## src/rtl/core/arsa_pkg.sv

```systemverilog
// shared types and constants for the address range size align block
`default_nettype none

package arsa_pkg;

   localparam int ADDR_W = 32;
   localparam int CNT_W  = $clog2(ADDR_W);

   typedef logic [ADDR_W-1:0] addr_type;

   typedef struct packed {
      addr_type block_start;
      addr_type block_end;
      addr_type next_start;
      logic     has_next;
   } req_type;

   typedef struct packed {
      addr_type fill_start;
      addr_type fill_end;
   } rsp_type;

   // controller to datapath
   typedef struct packed {
      logic load;       // take the input item
      logic run_open;   // a run is in progress at load time
      logic div_step;   // one remainder bit
      logic pad_calc;   // pad from remainder
      logic end_calc;   // padded end with saturation
      logic dec;        // clip to the next range
      logic out_load;   // write the result register
   } cmd_type;

   // datapath to controller
   typedef struct packed {
      logic keep_open;
      logic emit;
   } sts_type;

endpackage

`default_nettype wire

```

## src/rtl/core/arsa_dp.sv

```systemverilog
// datapath: run start, serial remainder unit, pad and clipping logic, result register
`default_nettype none

module arsa_dp (
   input  wire                  clock,
   input  wire                  reset,
   input  wire                  cfg_we,
   input  wire arsa_pkg::addr_type cfg_data,
   input  wire arsa_pkg::req_type  req_data,
   input  wire arsa_pkg::cmd_type  cmd,
   output arsa_pkg::sts_type       sts,
   output arsa_pkg::rsp_type       rsp_data
);
   import arsa_pkg::*;

   addr_type align_ff;
   addr_type run_start_ff, run_start_in;
   addr_type be_ff, limit_ff;
   logic     more_ff;
   addr_type a_ff, am1_ff, a_in, am1_in;
   addr_type div_ff, rem_ff, rem_in;
   addr_type pad_ff, end_ff, fill_end_ff;
   logic     pad_zero_ff;
   rsp_type  rsp_ff;

   logic [ADDR_W:0] shifted, trial;
   logic            ge;
   logic            sat, no_pad, clip;
   addr_type        final_end;

   // granule zero behaves as one
   always_comb begin
      a_in         = (align_ff == '0) ? addr_type'(1) : align_ff;
      am1_in       = a_in - addr_type'(1);
      run_start_in = cmd.run_open ? run_start_ff : req_data.block_start;
   end

   // restoring remainder step
   always_comb begin
      shifted = {rem_ff, div_ff[ADDR_W-1]};
      trial   = shifted - {1'b0, a_ff};
      ge      = shifted >= {1'b0, a_ff};
      rem_in  = ge ? trial[ADDR_W-1:0] : shifted[ADDR_W-1:0];
   end

   always_comb begin
      sat       = pad_ff > ~be_ff;
      no_pad    = pad_zero_ff || (end_ff == be_ff);
      clip      = more_ff && !(end_ff < limit_ff);
      final_end = clip ? limit_ff : end_ff;
      sts.keep_open = !no_pad && clip;
      sts.emit      = !no_pad && (be_ff != '1) && (final_end > be_ff);
   end

   always_ff @(posedge clock) begin
      if (reset) begin
         align_ff     <= addr_type'(1);
         run_start_ff <= '0;
      end else begin
         if (cfg_we) begin
            align_ff <= cfg_data;
         end
         if (cmd.load) begin
            run_start_ff <= run_start_in;
         end
      end
   end

   always_ff @(posedge clock) begin
      if (cmd.load) begin
         be_ff    <= req_data.block_end;
         limit_ff <= req_data.next_start - addr_type'(1);
         more_ff  <= req_data.has_next;
         a_ff     <= a_in;
         am1_ff   <= am1_in;
         div_ff   <= req_data.block_end - run_start_in;
         rem_ff   <= '0;
      end
      if (cmd.div_step) begin
         rem_ff <= rem_in;
         div_ff <= {div_ff[ADDR_W-2:0], 1'b0};
      end
      if (cmd.pad_calc) begin
         // (a - 1) - (span mod a) equals the pad, zero when already aligned
         pad_ff <= am1_ff - rem_ff;
      end
      if (cmd.end_calc) begin
         end_ff      <= sat ? '1 : be_ff + pad_ff;
         pad_zero_ff <= pad_ff == '0;
      end
      if (cmd.dec) begin
         fill_end_ff <= final_end;
      end
      if (cmd.out_load) begin
         rsp_ff.fill_start <= be_ff + addr_type'(1);
         rsp_ff.fill_end   <= fill_end_ff;
      end
   end

   assign rsp_data = rsp_ff;

endmodule

`default_nettype wire

```

## src/rtl/core/arsa_ctrl.sv

```systemverilog
// controller: sequences load, remainder steps, pad, clip and result write
`default_nettype none

module arsa_ctrl (
   input  wire                 clock,
   input  wire                 reset,
   input  wire                 req_valid,
   output logic                req_stall,
   output logic                rsp_valid,
   input  wire                 rsp_stall,
   input  wire arsa_pkg::sts_type sts,
   output arsa_pkg::cmd_type      cmd
);
   import arsa_pkg::*;

   typedef enum logic [2:0] {
      ST_IDLE,
      ST_DIV,
      ST_PAD,
      ST_END,
      ST_DEC,
      ST_WR
   } state_type;

   state_type        state_ff;
   logic [CNT_W-1:0] cnt_ff;
   logic             run_open_ff;
   logic             rsp_valid_ff;
   logic             out_free;

   assign out_free  = !rsp_valid_ff || !rsp_stall;
   assign req_stall = state_ff != ST_IDLE;
   assign rsp_valid = rsp_valid_ff;

   always_comb begin
      cmd          = '0;
      cmd.run_open = run_open_ff;
      unique case (state_ff)
         ST_IDLE: cmd.load     = req_valid;
         ST_DIV:  cmd.div_step = 1'b1;
         ST_PAD:  cmd.pad_calc = 1'b1;
         ST_END:  cmd.end_calc = 1'b1;
         ST_DEC:  cmd.dec      = 1'b1;
         ST_WR:   cmd.out_load = out_free;
         default: cmd          = '0;
      endcase
   end

   always_ff @(posedge clock) begin
      if (reset) begin
         state_ff     <= ST_IDLE;
         cnt_ff       <= '0;
         run_open_ff  <= 1'b0;
         rsp_valid_ff <= 1'b0;
      end else begin
         // result register empties on a transfer unless refilled below
         if (rsp_valid_ff && !rsp_stall) begin
            rsp_valid_ff <= 1'b0;
         end
         unique case (state_ff)
            ST_IDLE: begin
               if (req_valid) begin
                  cnt_ff      <= '0;
                  run_open_ff <= 1'b1;
                  state_ff    <= ST_DIV;
               end
            end
            ST_DIV: begin
               cnt_ff <= cnt_ff + CNT_W'(1);
               if (cnt_ff == CNT_W'(ADDR_W - 1)) begin
                  state_ff <= ST_PAD;
               end
            end
            ST_PAD: state_ff <= ST_END;
            ST_END: state_ff <= ST_DEC;
            ST_DEC: begin
               run_open_ff <= sts.keep_open;
               state_ff    <= sts.emit ? ST_WR : ST_IDLE;
            end
            ST_WR: begin
               if (out_free) begin
                  rsp_valid_ff <= 1'b1;
                  state_ff     <= ST_IDLE;
               end
            end
            default: state_ff <= ST_IDLE;
         endcase
      end
   end

   a_load_to_div: assert property (@(posedge clock) disable iff (reset)
      cmd.load |=> (state_ff == ST_DIV) && (cnt_ff == '0) && run_open_ff)
      else $error("accepted item did not start the remainder steps");

   a_div_len: assert property (@(posedge clock) disable iff (reset)
      (state_ff == ST_DIV) && (cnt_ff == CNT_W'(ADDR_W - 1)) |=> state_ff == ST_PAD)
      else $error("remainder unit did not finish after the last bit");

   a_out_only_wr: assert property (@(posedge clock) disable iff (reset)
      cmd.out_load |-> (state_ff == ST_WR) && out_free)
      else $error("result register written outside the write step");

   a_rsp_source: assert property (@(posedge clock) disable iff (reset)
      $rose(rsp_valid_ff) |-> $past(state_ff == ST_WR))
      else $error("result appeared without a write step");

endmodule

`default_nettype wire

```

## src/rtl/core/address_range_size_align.sv

```systemverilog
// top level of the address range size align block
//
//  channel | valid     | flow control | payload
//  --------+-----------+--------------+---------------------------------------
//  req     | req_valid | req_stall    | req_data: block_start, block_end,
//          |           |              |           next_start, has_next
//  rsp     | rsp_valid | rsp_stall    | rsp_data: fill_start, fill_end
//  csr     | csr_valid | csr_ready    | csr_data: align_size
//
//  between one transfer and the next possible transfer a range passes through these steps:
//  the accept cycle, 32 remainder steps (one address bit per cycle through a shared
//  restoring unit), pad, saturated end, clip and, only for a fill, the result write
//  synchronous active high reset closes any run, sets align_size to 1
//  results sit in an output register; a new range is taken while one waits
//  a stalled result holds the write step until the register frees up
`default_nettype none

module address_range_size_align (
   input  wire                     clock,
   input  wire                     reset,
   input  wire                     req_valid,
   output logic                    req_stall,
   input  wire arsa_pkg::req_type  req_data,
   output logic                    rsp_valid,
   input  wire                     rsp_stall,
   output arsa_pkg::rsp_type       rsp_data,
   input  wire                     csr_valid,
   output logic                    csr_ready,
   input  wire arsa_pkg::addr_type csr_data
);
   import arsa_pkg::*;

   cmd_type cmd;
   sts_type sts;

   assign csr_ready = 1'b1;

   arsa_ctrl u_ctrl (
      .clock     (clock),
      .reset     (reset),
      .req_valid (req_valid),
      .req_stall (req_stall),
      .rsp_valid (rsp_valid),
      .rsp_stall (rsp_stall),
      .sts       (sts),
      .cmd       (cmd)
   );

   arsa_dp u_dp (
      .clock    (clock),
      .reset    (reset),
      .cfg_we   (csr_valid && csr_ready),
      .cfg_data (csr_data),
      .req_data (req_data),
      .cmd      (cmd),
      .sts      (sts),
      .rsp_data (rsp_data)
   );

endmodule

`default_nettype wire
```

## config.mk

```make
export PLATFORM = sky130hd
export DESIGN_NAME = address_range_size_align
export DESIGN_NICKNAME = d
export VERILOG_FILES = /design/src/rtl/core/arsa_pkg.sv /design/src/rtl/core/arsa_dp.sv /design/src/rtl/core/arsa_ctrl.sv /design/src/rtl/core/address_range_size_align.sv
export SDC_FILE = /design/constraint.sdc
export NUM_CORES = 1
export LEC_CHECK = 0
export ABC_AREA = 1
export BUFFER_PORTS_ARGS = -buffer_cell sky130_fd_sc_hd__buf_2
export CORE_ASPECT_RATIO = 1.25
export CORE_MARGIN = 2
export CORE_UTILIZATION = 40
export DETAILED_ROUTE_END_ITERATION = 12
export HOLD_SLACK_MARGIN = 0.05
export PLACE_DENSITY_LB_ADDON = 0.1
export SETUP_SLACK_MARGIN = 0.3
export SKIP_CTS_REPAIR_TIMING = 1
export SLEW_MARGIN = 20
export SYNTH_ARGS = -nofsm -noshare
export SYNTH_HDL_FRONTEND = slang
export SYNTH_SLANG_ARGS = --single-unit
```

## constraint.sdc

```tcl
create_clock -name clock -period 9.37 [get_ports clock]
set_input_delay 2.3425 -clock clock [delete_from_list [all_inputs] [get_ports clock]]
set_output_delay 2.3425 -clock clock [all_outputs]
set_load 0.1 [all_outputs]
```

==> reports/metrics.cfg <==
[synthesis]
netlist_instances=3269
synth_top_flop_cell=edfxtp_1
synthTopCellsByArea=edfxtp_1 (39%), nand2_1 (9.0%), ha_1 (9.0%), inv_1 (5.8%), nor2_1 (5.8%)
synthesis.area_mm2=0.02712
synth-seq-area-share_pct=44.62
synth.top_cell.area_share_pct=39.08
synthDistinctLibCells=54
yosysWarnings=0
synth-async-reset-ratio_pct=0
synth_area_leader_cell=edfxtp_1
ys_seq_elements=428
synth_edf_count=353
syn-num-nets=3602
synth_area_per_cell_um2=8.297

[detailed_routing]
antenna_left=0
drtPass1Iterations=5
num_vias=22840
detail_route.wl_per_cell_um=20.30
routed_wl_mm=88.20
drt-initial-drc-count=1240
viasPerCell=5.256
drc=0

[worst_hold_path]
min-delay-start=u_dp.fill_end_ff[1]
holdPathStages=0
hold_end=u_dp.rsp_data[1]
hold_class=reg -> reg

[sta]
report.final.slew_viol_count=0
setup_tns_ns=0
worstMarginPinSlew_ns=1.053
fin_hold_ws_ns=0.4100
hold_viol=0
period_share_pct=47.14
fmax_mhz=226.4
slew_headroom_pct=29.14
layout_min_cycle_time_ns=4.417
setup_viol=0
fin_skew_ns=0.01403
rsz0062_at_grt=false

[grt]
gr-total-overflow=0
antenna_found_initial=1
grt_first_pass_wirelength_mm=134.4
grt_pass1_vias=23170
grt_max_degree=163
grt_usage_pct=25.24

[die]
io_pins=201
initial_utilization_pct=40.50
die_w_um=236.9
die_h_um=295.1
num_rows=106
dieArea_mm2=0.06992
fp.coreArea_mm2=0.06698

[setup_path]
rrSetupSlack_ns=4.95
crit_fanout=66
end_kind=register
start_kind=register
crit_arrival_ns=4.94
worstPathRequired_ns=9.90
worstReg2RegStart=u_dp.end_ff[23]
reg2reg_depth=18
path_class=reg -> reg
rr_endpoint=u_ctrl.state_ff[0]

[clocking]
clkLatencyLatePin_ns=0.59
cts_root_buffer=clkbuf_16
cts_tree=done
clkSinkCount=428
clkTransAtPathRegs_ns=0.06
cts.path.max_buffers=3
cts_buffers=48
h-tree-depth=2

[power_and_ir_drop]
p_leak_nw=13.52
powerDensity_mw_per_mm2=274.6
ir_drop_uv=140.6
total_power_mw=8.398

[cells_and_area]
regArea_mm2=0.01210
final_nets=3777
multi_input_area_mm2=0.01314
instances_no_fill=4345
num_antenna_cells=0
drive_gt1_share_pct=9.595
area_growth_pct=12.76
utilization_pct=45.66
nFillCells=6638

[placed_design]
io_buffers=199
place_inst=4258
detailed_place_hpwl_mm=70.68
globalplace.congestion=0.9841

[run]
max-cap-violations=0

[run_status]
status=complete, no violations

==> area by class of cell <==
type,instances,area share (%)
Clock inverter,17,0.6587
Timing Repair Buffer,208,3.519
Inverter,421,5.171
Multi-Input combinational cell,2337,42.98
Sequential cell,428,39.57
Tap cell,864,3.535
Clock buffer,70,4.570
==> report_power, final <==
group          switching, mW  total [mW]  internal, mW
Combinational           2.43        3.59          1.16
Clock                  0.801        1.95          1.14
Sequential             0.287        2.86          2.57
==> layer usage <==
layer | up-vias | share of wire (%) | track usage [%]
met4 | 0 | 4.4 | 10.59
met2 | 549 | 50 | 45.93
met1 | 10790 | 42 | 30.32
met5 | - | 0 | 0
li1 | 11330 | - | -
met3 | 171 | 3.6 | 2.642
==> cell usage in the layout (no fill, tap or decap), types with 38 or more instances in the layout <==
cell,synthesis,final
nand2_1,652,650
o21ai_0,243,243
xnor2_1,38,38
nor3_1,49,48
xor2_1,115,115
dfxtp_1,75,75
a21oi_1,237,236
nor2_1,417,414
edfxtp_1,353,353
nand3_1,135,135
ha_1,195,195
clkbuf_16,0,51
buf_2,13,199
inv_1,418,416
==> critical path, stage by stage (launching register included) <==
cell	delay (ns)
edfxtp_1	0.44
ha_1	0.36
a21oi_1	0.14
o21ai_0	0.08
o21bai_1	0.17
a31oi_1	0.21
nand2_1	0.12
nand2_2	0.72
o21ai_0	0.36
ha_1	0.40
nand2_1	0.06
nor3_1	0.43
and3_1	0.24
nand2_1	0.05
nand2_1	0.06
nand3_1	0.21
nand2_1	0.14
nand2_1	0.06
a21oi_1	0.11
==> per-stage QoR <==
step	setup WS, ns	cell area (µm²)
global placement	4.447	28980
global route	4.470	30580
finish	4.953	30580
CTS	4.884	30580
floorplan	2.350	27120
detailed placement	4.368	28980
==> cell families (layout without fill, tap and decap cells) <==
family	count (synthesis)	count (layout)	synth area share (%)
other cells	1	1	0.01383
flops	428	428	44.62
xor+xnor	153	153	4.941
simple gates	1372	1372	21.26
fa+ha+maj	199	199	9.291
buf+inv	504	716	7.109
compound gates	581	581	11.62
mux	31	31	1.144
==> how the worst max path moves through the flow <==
stage                    startpoint            endpoint  slack, ns
global route        u_dp.end_ff[13]  u_ctrl.state_ff[0]       4.47
floorplan                 req_valid        u_dp.a_ff[0]       2.35
CTS                 u_dp.end_ff[23]  u_ctrl.state_ff[0]       4.88
detailed placement        req_valid     u_dp.rem_ff[19]       4.37
finish              u_dp.end_ff[23]  u_ctrl.state_ff[0]       4.95
global placement          req_valid     u_dp.rem_ff[19]       4.45
==> cells in the mapped netlist, types with 2 or more instances <==
cell type / count
nand2_1: 652
inv_1: 418
nor2_1: 417
edfxtp_1: 353
o21ai_0: 243
a21oi_1: 237
ha_1: 195
nand3_1: 135
xor2_1: 115
dfxtp_1: 75
clkbuf_1: 65
nor3_1: 49
xnor2_1: 38
nand4_1: 35
mux2i_1: 31
o21bai_1: 26
nor4_1: 24
a21o_1: 18
or2_2: 16
a31oi_1: 13
buf_2: 13
nand3b_1: 11
o21a_1: 10
a21boi_0: 9
o211ai_1: 7
nand3_2: 6
nor2_2: 6
nand2_2: 5
nor2_4: 5
o21ai_1: 5
a32o_1: 4
fa_1: 4
and2_1: 3
a211oi_1: 2
and3_1: 2
buf_6: 2
inv_2: 2
o221a_2: 2
==> state kept, by name (all words and copies together) (netlist names), 5 cells and up <==
name,cells
u_dp.rsp_data,64
u_dp.end_ff,32
u_ctrl.cnt_ff,5
u_dp.be_ff,32
u_dp.div_ff,32
u_dp.rem_ff,32
u_dp.pad_ff,32
u_dp.align_ff,32
u_dp.fill_end_ff,32
u_dp.run_start_ff,32
u_dp.limit_ff,32
u_dp.a_ff,32
u_dp.am1_ff,32
Power figures use the tool's default switching activity.
